`src/spimp_pkg.sv`:
```
// shared types and constants for the spi master port
package spimp_pkg;

  // bus access codes carried with each tick
  typedef enum logic [1:0] {
    ACT_NONE        = 2'd0,
    ACT_WRITE       = 2'd1,
    ACT_READ_DATA   = 2'd2,
    ACT_READ_STATUS = 2'd3
  } action_t;

  // configuration register indexes
  typedef enum logic [1:0] {
    CFG_ENABLE    = 2'd0,
    CFG_PRESCALER = 2'd1,
    CFG_CPOL      = 2'd2,
    CFG_CPHA      = 2'd3
  } cfg_idx_t;

  localparam int CFG_INDEX_W = 2;
  localparam int CFG_DATA_W  = 3;
  localparam int PRESC_W     = 3;
  localparam int DIV_W       = 7;
  localparam int BITCNT_W    = 4;
  localparam int BYTE_W      = 8;
  localparam int LIMIT_W     = 8;

  // status register bit positions
  localparam int STAT_RXNE_BIT = 0;
  localparam int STAT_TXE_BIT  = 1;
  localparam int STAT_BSY_BIT  = 7;

  localparam logic [BITCNT_W-1:0] BITS_PER_BYTE = 4'd8;

  // one tick of the peripheral bus
  typedef struct packed {
    logic [1:0]        action;
    logic [BYTE_W-1:0] write_data;
    logic              miso_in;
  } in_t;

  // line levels and status after one tick
  typedef struct packed {
    logic              sclk_out;
    logic              mosi_out;
    logic [BYTE_W-1:0] read_data;
    logic              tx_empty;
    logic              rx_not_empty;
    logic              busy_res;
  } out_t;

  // configuration seen by the shift engine
  typedef struct packed {
    logic               enable;
    logic [PRESC_W-1:0] prescaler_code;
    logic               clock_polarity;
    logic               clock_phase;
  } cfg_t;

endpackage

```
`src/spi_master_port_unit.sv`:
```
// top level of the spi master port: config registers, engine, output skid buffer
//
//  channel | direction | handshake      | payload
//  in_     | input     | valid / stall  | in_t  (action, write_data, miso_in)
//  out_    | output    | valid / stall  | out_t (sclk, mosi, read data, status)
//  cfg_    | input     | valid / ready  | index + data, four registers
//
// One transaction per cycle while in_stall is low; each result is registered.
// The shift engine step is a single combinational pass between the state and
// output registers; a two-entry output buffer lets one more tick in while a
// result is stalled, so in_stall rises only when both entries are full.
// Synchronous active-low reset clears all control state and the config registers.
module spi_master_port_unit
  import spimp_pkg::*;
(
  input  logic                   clk,
  input  logic                   rst_n,
  input  logic                   in_valid,
  output logic                   in_stall,
  input  in_t                    in_data,
  output logic                   out_valid,
  input  logic                   out_stall,
  output out_t                   out_data,
  input  logic                   cfg_valid,
  output logic                   cfg_ready,
  input  logic [CFG_INDEX_W-1:0] cfg_index,
  input  logic [CFG_DATA_W-1:0]  cfg_data
);

  cfg_t cfg_r, cfg_nxt;
  out_t result;
  out_t out_data_r, out_data_nxt;
  out_t skid_data_r, skid_data_nxt;
  logic out_valid_r, out_valid_nxt;
  logic skid_valid_r, skid_valid_nxt;
  logic in_fire, out_fire;

  assign cfg_ready = 1'b1;

  // config register decode
  always_comb begin
    cfg_nxt = cfg_r;
    if (cfg_valid && cfg_ready) begin
      unique case (cfg_idx_t'(cfg_index))
        CFG_ENABLE:    cfg_nxt.enable         = cfg_data[0];
        CFG_PRESCALER: cfg_nxt.prescaler_code = cfg_data[PRESC_W-1:0];
        CFG_CPOL:      cfg_nxt.clock_polarity = cfg_data[0];
        CFG_CPHA:      cfg_nxt.clock_phase    = cfg_data[0];
        default: ;
      endcase
    end
  end

  always_ff @(posedge clk) begin
    if (!rst_n) begin
      cfg_r <= '0;
    end else begin
      cfg_r <= cfg_nxt;
    end
  end

  // handshakes
  assign in_fire  = in_valid && !in_stall;
  assign out_fire = out_valid_r && !out_stall;
  assign in_stall = skid_valid_r;

  spimp_core u_core (
    .clk      (clk),
    .rst_n    (rst_n),
    .step_i   (in_fire),
    .cfg_i    (cfg_r),
    .item_i   (in_data),
    .result_o (result)
  );

  // output register with skid entry
  always_comb begin
    out_data_nxt   = out_data_r;
    out_valid_nxt  = out_valid_r;
    skid_data_nxt  = skid_data_r;
    skid_valid_nxt = skid_valid_r;
    if (out_fire || !out_valid_r) begin
      if (skid_valid_r) begin
        out_data_nxt   = skid_data_r;
        out_valid_nxt  = 1'b1;
        skid_valid_nxt = 1'b0;
      end else begin
        out_data_nxt  = result;
        out_valid_nxt = in_fire;
      end
    end else if (in_fire) begin
      skid_data_nxt  = result;
      skid_valid_nxt = 1'b1;
    end
  end

  always_ff @(posedge clk) begin
    if (!rst_n) begin
      out_valid_r  <= 1'b0;
      skid_valid_r <= 1'b0;
    end else begin
      out_valid_r  <= out_valid_nxt;
      skid_valid_r <= skid_valid_nxt;
    end
  end

  always_ff @(posedge clk) begin
    out_data_r  <= out_data_nxt;
    skid_data_r <= skid_data_nxt;
  end

  assign out_valid = out_valid_r;
  assign out_data  = out_data_r;

  // skid entry is only used behind a held output entry
  a_skid_behind_out: assert property (@(posedge clk) disable iff (!rst_n)
    skid_valid_r |-> out_valid_r)
    else $error("skid entry valid without output entry");

  // skid entry fills only when the output entry was stalled
  a_skid_fill: assert property (@(posedge clk) disable iff (!rst_n)
    $rose(skid_valid_r) |-> $past(out_valid_r && out_stall))
    else $error("skid entry filled without a stalled output");

  // idle bus keeps sck at its idle level
  a_idle_sck: assert property (@(posedge clk) disable iff (!rst_n)
    (in_fire && !result.busy_res) |-> (result.sclk_out == cfg_r.clock_polarity))
    else $error("sck not at idle level while idle");

  // an enabled idle engine never leaves a byte in the transmit buffer
  a_no_stuck_tx: assert property (@(posedge clk) disable iff (!rst_n)
    (in_fire && cfg_r.enable) |-> (result.busy_res || result.tx_empty))
    else $error("buffered byte not started while idle");

endmodule

```
`src/spimp_core.sv`:
```
// spi shift engine: buffers, clock divider and one step per bus tick
module spimp_core
  import spimp_pkg::*;
(
  input  logic clk,
  input  logic rst_n,
  input  logic step_i,
  input  cfg_t cfg_i,
  input  in_t  item_i,
  output out_t result_o
);

  logic [BYTE_W-1:0]   tx_buffer_r, tx_buffer_nxt;
  logic                tx_full_r, tx_full_nxt;
  logic [BYTE_W-1:0]   shift_reg_r, shift_reg_nxt;
  logic [BITCNT_W-1:0] bit_count_r, bit_count_nxt;
  logic [DIV_W-1:0]    div_count_r, div_count_nxt;
  logic [BYTE_W-1:0]   rx_buffer_r, rx_buffer_nxt;
  logic                rx_full_r, rx_full_nxt;
  logic                shifting_r, shifting_nxt;
  logic                phase_r, phase_nxt;
  logic                mosi_r, mosi_nxt;
  logic                latch_r, latch_nxt;
  logic [BYTE_W-1:0]   rdata;

  // bus access, one engine step, then the start check
  always_comb begin
    logic [DIV_W-1:0]    div_inc;
    logic [LIMIT_W-1:0]  limit;
    logic [BITCNT_W-1:0] cnt_inc;
    logic                sck_edge;

    tx_buffer_nxt = tx_buffer_r;
    tx_full_nxt   = tx_full_r;
    shift_reg_nxt = shift_reg_r;
    bit_count_nxt = bit_count_r;
    div_count_nxt = div_count_r;
    rx_buffer_nxt = rx_buffer_r;
    rx_full_nxt   = rx_full_r;
    shifting_nxt  = shifting_r;
    phase_nxt     = phase_r;
    mosi_nxt      = mosi_r;
    latch_nxt     = latch_r;
    rdata         = '0;

    // bus access uses the state before this tick
    case (item_i.action)
      ACT_WRITE: begin
        if (!tx_full_r) begin
          tx_buffer_nxt = item_i.write_data;
          tx_full_nxt   = 1'b1;
        end
      end
      ACT_READ_DATA: begin
        rdata       = rx_buffer_r;
        rx_full_nxt = 1'b0;
      end
      ACT_READ_STATUS: begin
        rdata[STAT_RXNE_BIT] = rx_full_r;
        rdata[STAT_TXE_BIT]  = ~tx_full_r;
        rdata[STAT_BSY_BIT]  = shifting_r;
      end
      default: ;
    endcase

    // clock divider: an sck edge when the count reaches the limit or wraps
    div_inc  = div_count_r + DIV_W'(1);
    limit    = LIMIT_W'(1) << cfg_i.prescaler_code;
    sck_edge = ({1'b0, div_inc} >= limit) || (div_inc == '0);
    cnt_inc  = bit_count_r + BITCNT_W'(1);

    if (shifting_r) begin
      div_count_nxt = div_inc;
      if (sck_edge) begin
        div_count_nxt = '0;
        phase_nxt     = ~phase_r;
        if (!phase_r) begin
          // leading edge
          if (cfg_i.clock_phase) begin
            mosi_nxt      = shift_reg_r[BYTE_W-1];
            shift_reg_nxt = {shift_reg_r[BYTE_W-2:0], 1'b0};
          end else begin
            latch_nxt = item_i.miso_in;
          end
        end else begin
          // trailing edge
          if (cfg_i.clock_phase) begin
            shift_reg_nxt = {shift_reg_r[BYTE_W-1:1], shift_reg_r[0] | item_i.miso_in};
          end else begin
            shift_reg_nxt = {shift_reg_r[BYTE_W-2:0], latch_r};
          end
          bit_count_nxt = cnt_inc;
          if (cnt_inc >= BITS_PER_BYTE) begin
            shifting_nxt  = 1'b0;
            bit_count_nxt = '0;
            if (!rx_full_nxt) begin
              rx_buffer_nxt = shift_reg_nxt;
              rx_full_nxt   = 1'b1;
            end
          end else if (!cfg_i.clock_phase) begin
            mosi_nxt = shift_reg_nxt[BYTE_W-1];
          end
        end
      end
    end

    // start a buffered byte when idle and enabled
    if (!shifting_nxt && tx_full_nxt && cfg_i.enable) begin
      shift_reg_nxt = tx_buffer_nxt;
      tx_full_nxt   = 1'b0;
      shifting_nxt  = 1'b1;
      bit_count_nxt = '0;
      div_count_nxt = '0;
      phase_nxt     = 1'b0;
      mosi_nxt      = tx_buffer_nxt[BYTE_W-1];
    end
  end

  // state update, one step per accepted transaction
  always_ff @(posedge clk) begin
    if (!rst_n) begin
      tx_buffer_r <= '0;
      tx_full_r   <= 1'b0;
      shift_reg_r <= '0;
      bit_count_r <= '0;
      div_count_r <= '0;
      rx_buffer_r <= '0;
      rx_full_r   <= 1'b0;
      shifting_r  <= 1'b0;
      phase_r     <= 1'b0;
      mosi_r      <= 1'b0;
      latch_r     <= 1'b0;
    end else if (step_i) begin
      tx_buffer_r <= tx_buffer_nxt;
      tx_full_r   <= tx_full_nxt;
      shift_reg_r <= shift_reg_nxt;
      bit_count_r <= bit_count_nxt;
      div_count_r <= div_count_nxt;
      rx_buffer_r <= rx_buffer_nxt;
      rx_full_r   <= rx_full_nxt;
      shifting_r  <= shifting_nxt;
      phase_r     <= phase_nxt;
      mosi_r      <= mosi_nxt;
      latch_r     <= latch_nxt;
    end
  end

  // result of this tick
  always_comb begin
    result_o.sclk_out     = cfg_i.clock_polarity ^ phase_nxt;
    result_o.mosi_out     = mosi_nxt;
    result_o.read_data    = rdata;
    result_o.tx_empty     = ~tx_full_nxt;
    result_o.rx_not_empty = rx_full_nxt;
    result_o.busy_res     = shifting_nxt;
  end

endmodule

```
`config.mk`:
```
export PLATFORM = sky130hd
export DESIGN_NAME = spi_master_port_unit
export DESIGN_NICKNAME = d
export VERILOG_FILES = /design/src/spimp_pkg.sv /design/src/spi_master_port_unit.sv /design/src/spimp_core.sv
export SDC_FILE = /design/constraint.sdc
export NUM_CORES = 1
export LEC_CHECK = 0
export BUFFER_PORTS_ARGS = -buffer_cell sky130_fd_sc_hd__buf_2
export CAP_MARGIN = 10
export CORE_MARGIN = 2
export CORE_UTILIZATION = 45
export CTS_BUF_LIST = sky130_fd_sc_hd__clkbuf_8
export CTS_CLUSTER_DIAMETER = 150
export DETAILED_ROUTE_END_ITERATION = 7
export PLACE_DENSITY = 0.72
export SYNTH_ARGS = -nofsm -noshare
export SYNTH_HDL_FRONTEND = slang
export SYNTH_SLANG_ARGS = --single-unit
```
`constraint.sdc`:
```
create_clock -name clk -period 8.6 [get_ports clk]
set_input_delay 0.86 -clock clk [delete_from_list [all_inputs] [get_ports clk]]
set_output_delay 0.86 -clock clk [all_outputs]
set_load 0.01 [all_outputs]
```
==> metrics.csv <==
metric;value;unit
most frequent cells in the layout;dfxtp_1 (49), nor2_1 (46), nand2_1 (39);
crit path launch type;flop;
Fmax;0.291;GHz
# Post-CTS Setup Buffers;0;
largest net degree at the start of global routing;36;
Post-Syn Instances;398;
fraction of registers with async set/reset;0;%
Worst Setup End Kind;flop;
Max VDD drop;0.0718;mV
Post-synth EDFFs;26;
Post-Place Cells;516;
Max Cap Viol;0;
Clock Pin Slew Worst Setup and Hold Paths;90;ps
Antenna Cells;0;
Netlist cell types;64;
warnings from Yosys;0;
Slew Limit Fails;0;
antenna-violating nets left;0;
Worst Skew;5.97;ps
H-tree Lvls;3;
CP max FO;10;
total power;693;uW
chip height;98.2;um
Reg area;1760;um^2
syn nets;429;
WS Path Type;reg -> reg;
crit share post-route;40.0;%
Hold Fails Final Rpt;0;
Longest Clk Path Bufs;2;
TritonCTS clock tree;yes;
average wire per standard cell;15.2;um
overall routed net length;8.09;mm
first-pass GRT wire length;13.7;mm
GRT overflow;0;
nets@finish;450;
Hold Path Class;reg -> reg;
TritonCTS Sinks;75;
clock buffer count from CTS;9;
Post-Synthesis Cell Area;4000;um^2
synthesized flop and latch total;75;
gpl congestion;0.942;
Slew HR;33.3;%
minimum clock period;3440;ps
run status;complete, no violations;
Top FF cell, synth;dfxtp_1;
Die ar.;9650;um^2
post_cts resized;0;
final core occ;50.2;%
port bufs;35;
Static Leak;1.68;nW
Required @ worst endpoint;8680;ps
vias per cell;5.60;
register area share after synthesis;44.1;%
RSZ-0062 raised after global routing;false;
share of layout cells above drive strength 1;20.0;%
clk_lat worst skew;350;ps
cts hold-fix bufs;0;
first drt pass iteration count;4;
# DRC;0;
Layout Cells excl Fill;532;
Setup Viol. Count Final;0;
Syn Area/Cell;10.0;um^2
Core Rows;34;
Fillers;809;
Total GRT Usage;17.3;%
Initial Util;46.0;%
clock root cell;clkbuf_8;
antenna violations before repair;0;
PwrDens;159;nW/um^2
Detailed Place HPWL;5.79;mm
area grow syn2layout;9.14;%
aggregate negative setup slack;0;ps
Ports;37;
Die Wd;98.2;um
via count;2978;
number of global-route vias before repair;2878;
most common cell after layout, fill and taps aside;dfxtp_1;
Worst EP arrival;3520;ps
worst-margin pin slew;994;ps
Starting DRT DRC Count;234;
area of the core;8680;um^2
area of the multi-input gates;2080;um^2
==> final timing paths <==
kind                            slack [ps]                   from                     to  cells past startpoint
worst max-delay path                  5160  u_core.div_count_r[0]           out_data[11]                     11
worst min-delay path                   460  u_core.tx_buffer_r[5]  u_core.tx_buffer_r[5]                      2
worst max register to register        5160  u_core.div_count_r[0]           out_data[11]                     11
worst min register to register         460  u_core.tx_buffer_r[5]  u_core.tx_buffer_r[5]                      2
==> final cells by class <==
| type | count | area share [%] |
|---|---|---|
| Sequential cell | 75 | 40.4 |
| Tap cell | 108 | 3.10 |
| Clock inverter | 7 | 1.32 |
| Timing Repair Buffer | 35 | 4.02 |
| Inverter | 7 | 0.603 |
| Multi-Input combinational cell | 291 | 47.7 |
| Clock buffer | 9 | 2.84 |
==> sequential cells by signal, indices dropped and copies added (netlist names), 4 cells and up <==
signal / flops
out_data: 13
cfg_r: 6
u_core.shift_reg_r: 8
u_core.rx_buffer_r: 8
u_core.bit_count_r: 4
u_core.tx_buffer_r: 8
u_core.div_count_r: 7
skid_data_r: 13
==> worst max-delay path, stage by stage (launching register included) <==
cell,delay [ps]
dfxtp_1,510
ha_1,340
and3_1,300
nand3_1,120
xnor2_1,170
ha_1,310
nand2_1,60
a211o_1,250
o22a_2,310
a221o_1,390
a221oi_2,340
o31ai_1,100
==> Yosys cell counts (3+ instances only) <==
master    instances  share of area, %
a211oi_1         10               1.9
a21o_1            5              0.94
a21oi_1          19               2.4
a22oi_1           5              0.94
and2_1            8               1.3
and3_1            6              0.94
buf_1             3              0.28
buf_2             5              0.63
buf_4             3              0.56
clkbuf_1         12               1.1
dfxtp_1          49                25
edfxtp_1         26                20
ha_1             10               3.1
inv_1             5              0.47
mux2_2           12               3.4
mux2i_1          33               8.3
nand2_1          39               3.7
nand2b_1          4              0.63
nand3_1           6              0.75
nand3b_1          6               1.1
nand4_1           3              0.47
nor2_1           46               4.3
nor2b_1           7               1.1
nor3_1            8               1.0
o211a_1           3              0.75
o21ai_0           3              0.38
o221a_2           8               2.3
o31ai_1           5              0.94
xnor2_1           4              0.88
xor2_1            3              0.66
==> stage by stage <==
stage	worst slack (ps)	hold WS [ps]	area, um^2
global placement	5230	441	4180
global route	4910	488	4360
detailed placement	5170	447	4180
CTS	5150	459	4360
finish	5160	457	4360
floorplan	5430	436	4000
==> metal layers <==
layer / track usage (%) / wire, um / up-vias
li1: - / - / 1512
met1: 23.3 / 3960 / 1391
met2: 27.9 / 3670 / 65
met3: 3.58 / 341 / 10
met4: 6.01 / 107 / 0
met5: 0 / 0 / -
==> logic make-up (layout without fill, tap and decap cells) <==
kind of cell	after synthesis	count (layout)	share of synthesized area (%)
flip-flops	75	75	44.1
adder cells (fa/ha/maj)	10	10	3.13
buffers and inverters	32	58	3.82
AO/OA/AOI/OAI	86	86	18.4
multiplexers	45	45	11.7
other	1	1	0.0939
AND/OR/NAND/NOR	142	142	17.3
XOR/XNOR	7	7	1.53
==> power breakdown <==
part | internal [mW] | leakage [nW] | switching (mW)
Sequential | 0.376 | 0.668 | 0.00644
Clock | 0.109 | 0.0886 | 0.146
Combinational | 0.0220 | 0.924 | 0.0335
No activity file was read; power rests on OpenSTA's default activity.
